File: config.mk
export PLATFORM = sky130hd
export DESIGN_NAME = radix_text_to_integer_unit_flat
export DESIGN_NICKNAME = d
export VERILOG_FILES = /design/src/rtl/rtti_pkg.sv /design/src/rtl/rtti_channel_if.sv /design/src/rtl/radix_text_to_integer_unit.sv /design/src/flat_wrapper.sv
export SDC_FILE = /design/constraint.sdc
export NUM_CORES = 1
export LEC_CHECK = 0
export BUFFER_PORTS_ARGS = -buffer_cell sky130_fd_sc_hd__buf_4
export CAP_MARGIN = 20
export CORE_AREA = 2 2 39 41
export CTS_BUF_LIST = sky130_fd_sc_hd__clkbuf_8
export CTS_CLUSTER_DIAMETER = 60
export DETAILED_ROUTE_END_ITERATION = 12
export DIE_AREA = 0 0 41 43
export GPL_TIMING_DRIVEN = 1
export HOLD_SLACK_MARGIN = 0.03
export PLACE_DENSITY_LB_ADDON = 0.08
export SETUP_SLACK_MARGIN = 0.15
export SLEW_MARGIN = 10
export SYNTH_ARGS = -nofsm -noshare
export SYNTH_HDL_FRONTEND = slang
export SYNTH_SLANG_ARGS = --single-unit
File: constraint.sdc
create_clock -name clock -period 1.36 [get_ports clock]
set_input_delay 0.272 -clock clock [delete_from_list [all_inputs] [get_ports clock]]
set_output_delay 0.272 -clock clock [all_outputs]
set_load 0.005 [all_outputs]
File: src/rtl/rtti_pkg.sv
// Shared types, constants and helper functions for the radix text to integer unit.
`default_nettype none

package rtti_pkg;

   localparam int CharWidth  = 21;
   localparam int RadixWidth = 6;
   localparam int ValueWidth = 64;

   // Parser phases.
   localparam logic [2:0] PhaseLead  = 3'd0;
   localparam logic [2:0] PhaseSign  = 3'd1;
   localparam logic [2:0] PhaseDigit = 3'd2;
   localparam logic [2:0] PhaseTrail = 3'd3;
   localparam logic [2:0] PhaseFail  = 3'd4;

   localparam logic [CharWidth-1:0] CharSpace  = 21'h000020;
   localparam logic [CharWidth-1:0] CharMinus  = 21'h00002D;
   localparam logic [CharWidth-1:0] CharZero   = 21'h000030;
   localparam logic [CharWidth-1:0] CharNine   = 21'h000039;
   localparam logic [CharWidth-1:0] CharLowerA = 21'h000061;
   localparam logic [CharWidth-1:0] CharLowerF = 21'h000066;
   localparam logic [CharWidth-1:0] CharUpperA = 21'h000041;
   localparam logic [CharWidth-1:0] CharUpperF = 21'h000046;

   localparam logic [RadixWidth-1:0] RadixTwo     = 6'd2;
   localparam logic [RadixWidth-1:0] RadixTen     = 6'd10;
   localparam logic [RadixWidth-1:0] RadixSixteen = 6'd16;

   typedef struct packed {
      logic [CharWidth-1:0] ch;
      logic                 has_char;
      logic                 last;
   } req_payload_type;

   typedef struct packed {
      logic                         ok;
      logic signed [ValueWidth-1:0] value;
      logic                         overflow;
   } rsp_payload_type;

   typedef struct packed {
      logic       valid;
      logic [3:0] value;
   } digit_type;

   function automatic logic radix_good(input logic [RadixWidth-1:0] radix);
      return (radix == RadixTwo) || (radix == RadixTen) || (radix == RadixSixteen);
   endfunction

   // Digit value of a character in the given radix; valid is low for a non-digit.
   function automatic digit_type decode_digit(input logic [CharWidth-1:0] ch,
                                              input logic [RadixWidth-1:0] radix);
      digit_type            result;
      logic [CharWidth-1:0] offset;
      logic [4:0]           raw;
      result = '0;
      raw    = '0;
      offset = '0;
      if (ch >= CharZero && ch <= CharNine) begin
         offset       = ch - CharZero;
         raw          = offset[4:0];
         result.valid = 1'b1;
      end else if (ch >= CharLowerA && ch <= CharLowerF) begin
         offset       = ch - CharLowerA;
         raw          = offset[4:0] + 5'd10;
         result.valid = 1'b1;
      end else if (ch >= CharUpperA && ch <= CharUpperF) begin
         offset       = ch - CharUpperA;
         raw          = offset[4:0] + 5'd10;
         result.valid = 1'b1;
      end
      if ({1'b0, raw} >= radix) begin
         result.valid = 1'b0;
      end
      result.value = raw[3:0];
      return result;
   endfunction

endpackage

`default_nettype wire

File: src/rtl/rtti_channel_if.sv
// Valid/ready channel interface carrying one payload per transaction.
`default_nettype none

interface rtti_channel_if #(parameter type payload_type = logic);
   logic        valid;
   logic        ready;
   payload_type payload;

   modport source (output valid, output payload, input ready);
   modport sink   (input valid, input payload, output ready);
endinterface

`default_nettype wire

File: src/rtl/radix_text_to_integer_unit.sv
// Top level of the radix text to integer unit: string parser and result register.
`default_nettype none

// Converts a string, one character per transaction with the final one marked by last,
// into a signed 64-bit integer in the base held in the radix register (2, 10 or 16).
// One transaction is taken every cycle unless the input register stalls: each character
// passes an input register and is folded into the running accumulator in the next cycle,
// where the multiply by the radix is a shift-and-add feeding a 69-bit sum whose upper bits
// flag a wrap. A last-marked transaction's result is then held in a result register; the
// input register only stalls when a result is still waiting and the next is a last one.
// The radix register resets to 10 and must be written only while the unit is idle.
module radix_text_to_integer_unit (
   input  wire logic                         clock,
   input  wire logic                         reset,
   rtti_channel_if.sink                      req_channel,
   rtti_channel_if.source                    rsp_channel,
   input  wire logic                         csr_write_enable,
   input  wire logic [rtti_pkg::RadixWidth-1:0] csr_write_data
);

   localparam int SumWidth = rtti_pkg::ValueWidth + 5;

   logic [rtti_pkg::RadixWidth-1:0] radix_ff;
   logic                            in_valid_ff, in_valid_in;
   rtti_pkg::req_payload_type       in_payload_ff;
   logic                            rsp_valid_ff, rsp_valid_in;
   rtti_pkg::rsp_payload_type       rsp_payload_ff, rsp_payload_in;

   logic [2:0]                      phase_ff, phase_in;
   logic                            negative_ff, negative_in;
   logic [rtti_pkg::ValueWidth-1:0] acc_ff, acc_in;
   logic                            wrapped_ff, wrapped_in;

   logic [2:0]                      step_phase;
   logic                            step_negative;
   logic [rtti_pkg::ValueWidth-1:0] step_acc;
   logic                            step_wrapped;

   logic                            advance;
   logic                            take_req;
   logic                            radix_is_good;
   logic                            is_space;
   logic                            is_minus;
   rtti_pkg::digit_type             digit;
   logic [SumWidth-1:0]             acc_ext;
   logic [SumWidth-1:0]             product;
   logic [SumWidth-1:0]             sum;
   logic                            good;

   // Characters that produce no result always move on; a last one needs room downstream.
   assign advance  = in_valid_ff &&
                     (!in_payload_ff.last || !rsp_valid_ff || rsp_channel.ready);
   assign take_req = req_channel.valid && req_channel.ready;

   assign req_channel.ready   = !in_valid_ff || advance;
   assign rsp_channel.valid   = rsp_valid_ff;
   assign rsp_channel.payload = rsp_payload_ff;

   assign radix_is_good = rtti_pkg::radix_good(radix_ff);
   assign is_space      = (in_payload_ff.ch == rtti_pkg::CharSpace);
   assign is_minus      = (in_payload_ff.ch == rtti_pkg::CharMinus);
   assign digit         = rtti_pkg::decode_digit(in_payload_ff.ch, radix_ff);
   assign acc_ext       = {5'd0, acc_ff};

   always_comb begin
      unique case (radix_ff)
         rtti_pkg::RadixTwo:     product = acc_ext << 1;
         rtti_pkg::RadixTen:     product = (acc_ext << 3) + (acc_ext << 1);
         rtti_pkg::RadixSixteen: product = acc_ext << 4;
         default:                product = '0;
      endcase
   end

   assign sum = product + {{(SumWidth-4){1'b0}}, digit.value};

   always_comb begin
      step_phase    = phase_ff;
      step_negative = negative_ff;
      step_acc      = acc_ff;
      step_wrapped  = wrapped_ff;
      if (in_payload_ff.has_char && phase_ff != rtti_pkg::PhaseFail) begin
         if (!radix_is_good) begin
            step_phase = rtti_pkg::PhaseFail;
         end else begin
            unique case (phase_ff)
               rtti_pkg::PhaseLead: begin
                  priority if (is_space) begin
                     step_phase = rtti_pkg::PhaseLead;
                  end else if (is_minus) begin
                     step_negative = 1'b1;
                     step_phase    = rtti_pkg::PhaseSign;
                  end else if (digit.valid) begin
                     step_acc     = sum[rtti_pkg::ValueWidth-1:0];
                     step_wrapped = wrapped_ff || (|sum[SumWidth-1:rtti_pkg::ValueWidth]);
                     step_phase   = rtti_pkg::PhaseDigit;
                  end else begin
                     step_phase = rtti_pkg::PhaseFail;
                  end
               end
               rtti_pkg::PhaseSign, rtti_pkg::PhaseDigit: begin
                  priority if (digit.valid) begin
                     step_acc     = sum[rtti_pkg::ValueWidth-1:0];
                     step_wrapped = wrapped_ff || (|sum[SumWidth-1:rtti_pkg::ValueWidth]);
                     step_phase   = rtti_pkg::PhaseDigit;
                  end else if (is_space) begin
                     step_phase = rtti_pkg::PhaseTrail;
                  end else begin
                     step_phase = rtti_pkg::PhaseFail;
                  end
               end
               rtti_pkg::PhaseTrail: begin
                  if (!is_space) begin
                     step_phase = rtti_pkg::PhaseFail;
                  end
               end
               default: step_phase = rtti_pkg::PhaseFail;
            endcase
         end
      end
   end

   assign good = radix_is_good &&
                 (step_phase == rtti_pkg::PhaseDigit || step_phase == rtti_pkg::PhaseTrail);

   always_comb begin
      phase_in       = phase_ff;
      negative_in    = negative_ff;
      acc_in         = acc_ff;
      wrapped_in     = wrapped_ff;
      rsp_payload_in = rsp_payload_ff;
      rsp_valid_in   = rsp_valid_ff && !rsp_channel.ready;
      in_valid_in    = in_valid_ff;

      if (advance) begin
         in_valid_in = 1'b0;
         if (in_payload_ff.last) begin
            // The string ends here: emit its result and start the next one clean.
            rsp_valid_in            = 1'b1;
            rsp_payload_in.ok       = good;
            rsp_payload_in.value    = !good ? '0 :
                                      (step_negative ? -step_acc : step_acc);
            rsp_payload_in.overflow = good && step_wrapped;
            phase_in                = rtti_pkg::PhaseLead;
            negative_in             = 1'b0;
            acc_in                  = '0;
            wrapped_in              = 1'b0;
         end else begin
            phase_in    = step_phase;
            negative_in = step_negative;
            acc_in      = step_acc;
            wrapped_in  = step_wrapped;
         end
      end
      if (take_req) begin
         in_valid_in = 1'b1;
      end
   end

   always_ff @(posedge clock) begin
      if (reset) begin
         radix_ff     <= rtti_pkg::RadixTen;
         in_valid_ff  <= 1'b0;
         rsp_valid_ff <= 1'b0;
         phase_ff     <= rtti_pkg::PhaseLead;
         negative_ff  <= 1'b0;
         acc_ff       <= '0;
         wrapped_ff   <= 1'b0;
      end else begin
         if (csr_write_enable) begin
            radix_ff <= csr_write_data;
         end
         in_valid_ff  <= in_valid_in;
         rsp_valid_ff <= rsp_valid_in;
         phase_ff     <= phase_in;
         negative_ff  <= negative_in;
         acc_ff       <= acc_in;
         wrapped_ff   <= wrapped_in;
      end
   end

   always_ff @(posedge clock) begin
      if (take_req) begin
         in_payload_ff <= req_channel.payload;
      end
      rsp_payload_ff <= rsp_payload_in;
   end

endmodule

`default_nettype wire
File: src/flat_wrapper.sv
// flat-port wrapper written by rule: the top's interface ports become plain ports
module radix_text_to_integer_unit_flat 
  (clock, reset, csr_write_enable, csr_write_data, req_channel_valid, req_channel_payload, req_channel_ready, rsp_channel_valid, rsp_channel_payload, rsp_channel_ready);
  rtti_channel_if req_channel_i ();
  rtti_channel_if rsp_channel_i ();
  input  wire logic clock;
  input  wire logic reset;
  input  wire logic csr_write_enable;
  input  wire logic [rtti_pkg::RadixWidth-1:0] csr_write_data;
  input wire logic [$bits(req_channel_i.valid)-1:0] req_channel_valid;
  input wire logic [$bits(req_channel_i.payload)-1:0] req_channel_payload;
  output wire logic [$bits(req_channel_i.ready)-1:0] req_channel_ready;
  output wire logic [$bits(rsp_channel_i.valid)-1:0] rsp_channel_valid;
  output wire logic [$bits(rsp_channel_i.payload)-1:0] rsp_channel_payload;
  input wire logic [$bits(rsp_channel_i.ready)-1:0] rsp_channel_ready;
  assign req_channel_i.valid = req_channel_valid;
  assign req_channel_i.payload = req_channel_payload;
  assign req_channel_ready = req_channel_i.ready;
  assign rsp_channel_valid = rsp_channel_i.valid;
  assign rsp_channel_payload = rsp_channel_i.payload;
  assign rsp_channel_i.ready = rsp_channel_ready;
  radix_text_to_integer_unit u_core (.clock(clock), .reset(reset), .req_channel(req_channel_i), .rsp_channel(rsp_channel_i), .csr_write_enable(csr_write_enable), .csr_write_data(csr_write_data));
endmodule
Word-level counts from Yosys, hierarchy flattened
Cells that the tools add are included.
- memories kept: 0
- ROM bits: 0
- input port bits: 12
- latch bits: 0
- register bits after elaboration: 14
- memory bits (writable): 0
- output and inout port bits: 3
- logic and storage cells: 35
- $mul: 0
- $lt $le $gt $ge: 0
- eq/ne operators: 5
- bitwise gates (word level): 0
- add/sub/neg operators: 0
- multiplexer cells: 6
- div/mod/pow operators: 0
- shift-type cells: 0
- reductions and logical operators: 17
- operators with widths (cell ; count):
    == test 3 x 2 -> 1 bit (second input constant) ; 2
    == test 6 x 2 -> 1 bit (second input constant) ; 1
    == test 6 x 4 -> 1 bit (second input constant) ; 1
    == test 6 x 5 -> 1 bit (second input constant) ; 1
    logical OR 1 bit ; 6
    logical AND 1 bit ; 5
    2-to-1 mux 1 bit ; 5
    zero test 1 bit ; 4
    2-to-1 mux 3 bit ; 1
    AND reduction 2 bit ; 1
    nonzero test 2 bit ; 1

Depth between registers and ports, before layout
Gate-level depths: netlist of run 1.
- word-level depth: 7
- depth in mapped cells: 2
- depth with buffers taken out: 2

Worst setup path before layout of run 1
Ideal clock, no wire load.
- path kind: register to register
- from: register u_core.in_payload_ff[0] (netlist bit)
- to: register u_core.in_payload_ff[0] (netlist bit), enable pin
- cell stages (with the launch flop): 3
- data arrival time: 0.671 ns
- slack: 0.401 ns
- clock period less this slack: 0.959 ns
- required time: 1.072 ns
- cells stage by stage: edfxtp_1 nand4b_4 and2_4
- word-level cells in the longest chain between the ends: 6
- RTL lines (element ; RTL line ; text):
    from (decl) ; radix_text_to_integer_unit.sv:25 ; rtti_pkg::req_payload_type in_payload_ff;
    from (signal assigned) ; radix_text_to_integer_unit.sv:183 ; in_payload_ff <= req_channel.payload;
    zero test 1 bit ; radix_text_to_integer_unit.sv:52 ; (!in_payload_ff.last || !rsp_valid_ff || rsp_channel.ready);
    logical OR 1 bit (2 in a row) ; radix_text_to_integer_unit.sv:52 ;
    logical AND 1 bit ; radix_text_to_integer_unit.sv:51 ; assign advance = in_valid_ff &&
    logical OR 1 bit ; radix_text_to_integer_unit.sv:55 ; assign req_channel.ready = !in_valid_ff || advance;
    named net req_channel_ready ; flat_wrapper.sv:12 ; output wire logic [$bits(req_channel_i.ready)-1:0] req_channel_ready;
    logical AND 1 bit ; radix_text_to_integer_unit.sv:53 ; assign take_req = req_channel.valid && req_channel.ready;
The timed path passes the listed nets, and every way through them passes these cells.
A chain may end at the register's enable or synchronous reset.

Worst setup path after layout of run 1
- from: register u_core.in_payload_ff[0] (netlist bit)
- to: output port req_channel_ready
- word-level cells in the longest chain between the ends: 5
- RTL lines (element ; RTL line):
    zero test 1 bit ; radix_text_to_integer_unit.sv:52
    logical OR 1 bit (2 in a row) ; radix_text_to_integer_unit.sv:52
    logical AND 1 bit ; radix_text_to_integer_unit.sv:51
    logical OR 1 bit ; radix_text_to_integer_unit.sv:55
    to (decl) ; flat_wrapper.sv:12
No other way between the ends.

==> results of run 1 <==
## registers in the layout, indices dropped and copies added, names as in the netlist
register	flops
u_core.rsp_channel.valid	1
u_core.in_payload_ff	1
u_core.in_valid_ff	1
## metrics by stage
step | hold slack (ns) | util [%] | instance area [um^2] | worst slack (ns)
3_3_place_gp | 0.4447 | 14.38 | 198.9 | 0.3593
4_1_cts | 0.2174 | 17.63 | 244.0 | 0.1938
5_1_grt | 0.2167 | 17.63 | 244.0 | 0.1651
3_5_place_dp | 0.4447 | 14.38 | 198.9 | 0.3737
2_1_floorplan | 0.3344 | - | 141.4 | 0.4008
6_report | 0.2219 | 17.63 | 244.0 | 0.2043
## cell usage after synthesis
cell type	instances
a21oi_1	1
a21oi_2	1
and2_4	1
buf_4	1
conb_1	1
dfxtp_1	2
edfxtp_1	1
inv_1	1
nand2_1	1
nand2b_1	1
nand4b_4	1
## cell families after synthesis
logic type             share of synthesized area (%)
AO/OA/AOI/OAI                                  9.732
buffers and inverters                          7.964
flip-flops                                     49.56
other                                          2.652
AND/OR/NAND/NOR                                30.09
## worst register-to-register path, cell delays in order (launching register included)
cell and delay [ns]:
edfxtp_1 0.42, nand4b_4 0.13, and2_4 0.14
## cell type report
type	count	area (um^2)	area share (%)
Timing Repair Buffer	6	45.04	18.46
Tap cell	16	20.02	8.205
Clock buffer	3	41.29	16.92
Multi-Input combinational cell	7	60.06	24.62
Clock inverter	1	3.754	1.538
Sequential cell	3	70.07	28.72
Inverter	1	3.754	1.538
## per-layer routing
metal  vias up  track usage, %
met5         -               0
met4         0           12.00
met3         0           5.236
met2         4           4.063
met1        45           4.194
li1         55               -
## power by group
| group | switching (mW) | internal [mW] | leakage (nW) | total (mW) |
|---|---|---|---|---|
| Combinational | 0.00627 | 0.0142 | 0.0647 | 0.0204 |
| Clock | 0.0571 | 0.192 | 0.0269 | 0.249 |
| Sequential | 0.00459 | 0.0983 | 0.0263 | 0.103 |
| Total | 0.0679 | 0.304 | 0.118 | 0.372 |
## worst min path at each step
stage | end | slack [ns] | from
2_1_floorplan | u_core.in_valid_ff$_SDFFE_PP0P_ | 0.33 | reset
3_3_place_gp | u_core.in_valid_ff$_SDFFE_PP0P_ | 0.44 | reset
3_5_place_dp | u_core.in_valid_ff$_SDFFE_PP0P_ | 0.44 | reset
4_1_cts | u_core.in_valid_ff$_SDFFE_PP0P_ | 0.22 | reset
5_1_grt | u_core.in_valid_ff$_SDFFE_PP0P_ | 0.22 | reset
6_report | u_core.in_valid_ff$_SDFFE_PP0P_ | 0.22 | reset
==> run metrics, run 1 <==
Peak VDD IR=0.3377 mV; TritonRoute pass-1 iters=2; crit path buf inv count=1; Post-CTS Setup Repair Bufs=0; Num CTS Buffers=3; Yosys cell types=11; insertion delay of the later-clocked pin in the worst-skew pair=between 0.2 and 0.25 ns; CTS Hold Bufs=0; # IOs=15; final setup fails=0; Met1 Wirelength=a little over 90 um; fin. max-slew vios=0; type of the worst min-delay path=in2reg; Syn Area/Cell=roughly 12 um^2; Total Nets Final=34; Crit path depth=2; core area=1384 um^2; GPL Wtd Cong=~0.58; CTS sink count=3; chip height=~43 um; area of the mapped netlist=between 100 and 150 um^2; ANT cells=0; PD cells=between 1500 and 2000 nW/um^2; Top Layer Used=met3; crit path from=u_core.in_payload_ff[0]$_DFFE_PP_; Leak=0.1179 nW; commonest non-fill, non-tap cell in the layout=buf_4; first-pass GRT wire length=476 um; post-route ant nets=0; antenna violations before repair=0; overall power=0.3724 mW; synth top area cells=dfxtp_1 (28%), edfxtp_1 (21%), nand4b_4 (17%), a21oi_2 (6.2%), and2_4 (6.2%); routed wl met2=157 um; drt drc=0; number of DRC markers in iteration 0=1; post-route minimum period=approximately 1.2 ns; number of global-route vias before repair=123; Die X=between 40 and 50 um; final WL=286 um; Finished Layout Cells=37; count of final hold-check violations=0; Critical Path AT=0.88 ns; Cells after Synth=12; Required @ worst endpoint=roughly 1.1 ns; Startpoint Class=flip-flop; clock buffer depth=2; final setup TNS=0 ns; TritonCTS clock tree=yes; wire per inst=7.730 um; critical-path cell list=nand4b_4 -> buf_4; Port Buffers=6; clk root buf=clkbuf_8; Max H-tree Level=1; crit-path leading delay family=flip-flops; # fillers=160; Die Area=approximately 1800 um^2; Fmax=between 800 and 900 MHz; Cell Count Post-Placement=33; Yosys top cell area share=between 20 and 30%; Worst Hold Depth=2; syn_nets=24; Worst Clk Skew=between 0.0006 and 0.0007 ns; Setup CP Type=reg2out; largest net degree at the start of global routing=4; Seq cells post-synth=3; Starting Density=between 10% and 20%; sequential fraction of the synthesis area=roughly 50%; share of layout cells above drive strength 1=57.14%; CP max FO=3; CP max stage delay=approximately 0.42 ns; Final period util=a little over four fifths; Rows=14; Area Growth Syn to Fin=72.57%; RR Startpoint=u_core.in_payload_ff[0]$_DFFE_PP_; cts repair resizes=0; area leader, netlist=dfxtp_1; GRT Util Overall=~5.4%; Max-Cap Viols=0; Clk pin slew, worst setup/hold paths=around 0.030 ns; R2R Setup Slk=approximately 0.38 ns; Yosys warning total=0; status=finished clean; Via density=2.811; CP max stage cell=edfxtp_1; r2r endpoint=u_core.in_payload_ff[0]$_DFFE_PP_; Met3 Routed Length=around 35 um; endpoint class of the critical path=output port; GRT Residual Overflow=0; commonest cells after routing, fill and taps aside=buf_4 (6), clkbuf_8 (3), inv_1 (2), dfxtp_1 (2); r2r worst-path depth=2; DR vias=about 100; RSZ-0062 raised after global routing=false; critical path capture point=req_channel_ready
Note: power is estimated with default switching activity, not from simulation.
==> run 2: changes to the inputs <==
clock period = 1 ns   (was 1.36 ns; I/O delays follow)
==> run metrics, run 2 (same netlist as run 1, synthesis figures left out) <==
hold wc startpoint=reset; GRT Residual Overflow=0 (unchanged); ANT cells=0 (unchanged); commonest cells after routing, fill and taps aside=buf_4 (6), clkbuf_8 (3), inv_1 (2), buf_6 (2); final setup TNS=-0.04946 ns (-0.04946 ns); clock buffer depth=2 (unchanged); status=finished, violations left; crit path setup slack, layout=-0.04946 ns (-0.2537 ns); GPL Wtd Cong=0.5398 (-6.5%); Post-DP Area=198.9 um^2 (unchanged); Required @ worst endpoint=0.80 ns (-0.29 ns); TritonCTS clock tree=yes; Die Area=1763 um^2 (unchanged); crit path from=u_core.in_payload_ff[0]$_DFFE_PP_; Final period util=104.9%; drt drc=0 (unchanged); Area Growth Syn to Fin=92.03%; Die X=41 um (unchanged); share of layout cells above drive strength 1=69.57% (+12 points); Peak VDD IR=0.4075 mV (+21%); Fmax=roughly 950 MHz; clk root buf=clkbuf_8; wire per inst=7.333 um (-5.1%); # IOs=15 (unchanged); largest net degree at the start of global routing=4 (unchanged); Final Util=19.62% (+2.0 points); Max-Cap Viols=0 (unchanged); commonest non-fill, non-tap cell in the layout=buf_4; failing checks=negative setup slack; CTS sink count=3 (unchanged); Critical Path AT=0.85 ns (-0.03 ns); chip height=43 um (unchanged); RR Startpoint=u_core.in_payload_ff[0]$_DFFE_PP_; Leak=0.1430 nW (+21%); worst slack at placement=0.02833 ns (-0.3454 ns); Cell Count Post-Placement=33 (unchanged); Total Nets Final=36 (+5.9%); Startpoint Class=flip-flop; PD cells=1871 nW/um^2 (+23%); number of global-route vias before repair=130 (+5.7%); TritonRoute pass-1 iters=2 (unchanged); Max H-tree Level=1 (unchanged); post-route ant nets=0 (unchanged); Rows=14 (unchanged); antenna violations before repair=0 (unchanged); count of final hold-check violations=0 (unchanged); Worst Clk Skew=0.0005047 ns (-0.0001258 ns); Clk pin slew, worst setup/hold paths=0.03 ns (about the same); core area=1384 um^2 (unchanged); endpoint class of the critical path=output port; insertion delay of the later-clocked pin in the worst-skew pair=0.21 ns (about the same); Final Instance Area=271.5 um^2 (+11%); post-route minimum period=about 1.0 ns; DR vias=119 (+14%); RSZ-0062 raised after global routing=true; CP max FO=3 (unchanged); final WL=286 um (unchanged); CTS Hold Bufs=0 (unchanged); first-pass GRT wire length=476 um (unchanged); GRT Util Overall=4.819% (-0.61 points); number of DRC markers in iteration 0=2 (+1); # fillers=147 (-8.1%); type of the worst min-delay path=in2reg; fin. max-slew vios=0 (unchanged); Starting Density=10.22% (unchanged); Finished Layout Cells=39 (+5.4%); Via density=3.051 (+8.6%); Setup CP Type=reg2out; final setup fails=1 (+1); Num CTS Buffers=3 (unchanged); Port Buffers=6 (unchanged)
## run 2: layout make-up
class	instances	area [um^2]	area share, %
well taps	16	20.02	7.373
inverters	1	3.754	1.382
multi-input cells	7	60.06	22.12
flip-flops and latches	3	75.07	27.65
clock buffers	3	41.29	15.21
repair buffers	8	67.56	24.88
clock inverters	1	3.754	1.382
## run 2: metal layers
metal  part of all wire (%)  vias to the layer above  track usage [%]  routed length, um
met3                    9.4                        0            3.141                 27
li1                       -                       59                -                  -
met2                     49                        7            5.313                141
met4                      0                        0            8.000                  0
met1                     41                       53            4.180                117
met5                      0                        -                0                  0
## run 2: path summary, 6_finish.rpt
| kind | end | slack, ns | cells past startpoint |
|---|---|---|---|
| setup / recovery | req_channel_ready | -0.05 | 2 |
| hold / removal | u_core.in_valid_ff$_SDFFE_PP0P_ | 0.14 | 2 |
| hold reg to reg | u_core.rsp_channel.valid$_SDFF_PP0_ | 0.46 | 2 |
| setup reg to reg | u_core.in_payload_ff[0]$_DFFE_PP_ | 0.04 | 2 |
## run 2: through the flow
step	hold WS [ns]	total power, mW
2_1_floorplan	0.2624	0.1549
4_1_cts	0.1461	0.5211
6_report	0.1444	0.5081
3_5_place_dp	0.3725	0.1701
3_3_place_gp	0.3738	0.1705
5_1_grt	0.1459	0.5313
## run 2: critical path, cell delays in order (launching register included)
cell	delay (ns)
edfxtp_1	0.41
nand4b_4	0.12
buf_6	0.10
## run 2: what timing repair did
item / CTS / global route
endpoints found under the setup margin: 3 / 4
endpoints found under the hold margin: 0 / 0
pin swaps: 1 / 1
setup buffers: 2 / 0
gates resized for setup: 4 / 1
## run 2: power by group
part,switching [mW],internal [mW],leakage (nW)
Combinational,0.00954,0.0231,0.0888
Sequential,0.00646,0.133,0.0273
Clock,0.0755,0.261,0.0269
==> run 3: changes to the inputs <==
RECOVER_POWER = 100   (was default)
SLEW_MARGIN = default   (was 10)
==> run metrics, run 3 (same netlist as run 1, synthesis figures left out) <==
status=finished, violations left; failing checks=negative setup slack; Clk pin slew, worst setup/hold paths=0.03 ns (about the same); clock buffer depth=2 (unchanged); Setup CP Type=reg2out; Critical Path AT=0.85 ns (about the same); DR vias=119 (unchanged); share of layout cells above drive strength 1=69.57% (unchanged); Peak VDD IR=0.4075 mV (about the same); Fmax=952.9 MHz (about the same); fin. max-slew vios=0 (unchanged); Startpoint Class=flip-flop; Starting Density=10.22% (unchanged); number of DRC markers in iteration 0=2 (unchanged); insertion delay of the later-clocked pin in the worst-skew pair=0.21 ns (about the same); GRT Residual Overflow=0 (unchanged); Total Nets Final=36 (unchanged); # IOs=15 (unchanged); Max H-tree Level=1 (unchanged); Port Buffers=6 (unchanged); Rows=14 (unchanged); chip height=43 um (unchanged); largest net degree at the start of global routing=4 (unchanged); routed wl met2=141 um (unchanged); GPL Wtd Cong=0.5398 (unchanged); Met3 Routed Length=27 um (unchanged); drt drc=0 (unchanged); Met1 Wirelength=116 um (-0.85%); TritonCTS clock tree=yes; post-route minimum period=1.049 ns (-0.000009600 ns); Cell Count Post-Placement=33 (unchanged); crit path setup slack, layout=-0.04945 ns (+0.000009600 ns); commonest cells after routing, fill and taps aside=buf_4 (5), clkbuf_8 (3), inv_1 (2), buf_6 (2); RSZ-0062 raised after global routing=true; first-pass GRT wire length=476 um (unchanged); Die Area=1763 um^2 (unchanged); Num CTS Buffers=3 (unchanged); Required @ worst endpoint=0.80 ns (about the same); Final period util=104.9% (about the same); Via density=3.051 (unchanged); Max-Cap Viols=0 (unchanged); worst slack at placement=0.02833 ns (unchanged); CTS sink count=3 (unchanged); commonest non-fill, non-tap cell in the layout=buf_4; type of the worst min-delay path=in2reg; final WL=285 um (-0.35%); post-route ant nets=0 (unchanged); Worst Clk Skew=0.0005047 ns (-0.00000002800 ns); Area Growth Syn to Fin=92.03% (unchanged); Finished Layout Cells=39 (unchanged); PD cells=1870 nW/um^2 (about the same); Die X=41 um (unchanged); number of global-route vias before repair=130 (unchanged); ANT cells=0 (unchanged); GRT Util Overall=4.819% (unchanged); Top Layer Used=met3; endpoint class of the critical path=output port; TritonRoute pass-1 iters=2 (unchanged); core area=1384 um^2 (unchanged); Leak=0.1428 nW (-0.14%); CP max FO=3 (unchanged); final setup fails=1 (unchanged); count of final hold-check violations=0 (unchanged); antenna violations before repair=0 (unchanged); wire per inst=7.308 um (-0.35%); clk root buf=clkbuf_8
==> run 3: cell types whose count changed in the layout (fill, tap and decap cells not counted) <==
cell,previous run,this run
buf_4,6,5
clkbuf_4,0,1
==> run 3: metal layers <==
layer	GRT usage [%]	vias to the layer above
li1	-	59
met1	4.180	53
met2	5.313	7
met3	3.141	0
met4	8.000	0
met5	0	-
==> run 3: cell type report <==
cell class	instances	area [um^2]
Tap cell	16	20.02
Sequential cell	3	75.07
Timing Repair Buffer	8	67.56
Inverter	1	3.754
Clock buffer	3	41.29
Fill cell	147	1112
Multi-Input combinational cell	7	60.06
Clock inverter	1	3.754
==> run 3: final timing paths <==
kind	slack, ns	from	end	cells past startpoint
worst min-delay path	0.14	reset	u_core.in_valid_ff$_SDFFE_PP0P_	2
worst max-delay path	-0.05	u_core.in_payload_ff[0]$_DFFE_PP_	req_channel_ready	2
worst max register to register	0.04	u_core.in_payload_ff[0]$_DFFE_PP_	u_core.in_payload_ff[0]$_DFFE_PP_	2
worst min register to register	0.46	u_core.in_valid_ff$_SDFFE_PP0P_	u_core.rsp_channel.valid$_SDFF_PP0_	2
==> run 3: timing repair <==
action                     CTS  global route
setup endpoints to repair    3             4
buffers inserted             2             0
pin swaps                    1             1
hold buffers                 0             0
gates resized for setup      4             1
==> run 3: per-stage QoR <==
step	utilization [%]	TNS (ns)	area, um^2	power (mW)	hold WS, ns
floorplan	-	0	141.4	0.1549	0.2624
global placement	14.38	0	198.9	0.1705	0.3738
detailed placement	14.38	0	198.9	0.1701	0.3725
CTS	19.53	-0.07153	270.3	0.5211	0.1461
global route	19.62	-0.07730	271.5	0.5312	0.1459
finish	19.62	-0.04945	271.5	0.5078	0.1444
==> run 3: critical path: stages, from the launching register on <==
cell and delay (ns):
edfxtp_1 0.41, nand4b_4 0.12, buf_6 0.10
==> run 3: where the power goes <==
part | leakage (nW) | total, mW | switching, mW | internal, mW
combinational | 0.0886 | 0.0324 | 0.00951 | 0.0229
clock | 0.0269 | 0.336 | 0.0754 | 0.261
sequential | 0.0273 | 0.139 | 0.00646 | 0.133
total | 0.143 | 0.508 | 0.0914 | 0.416
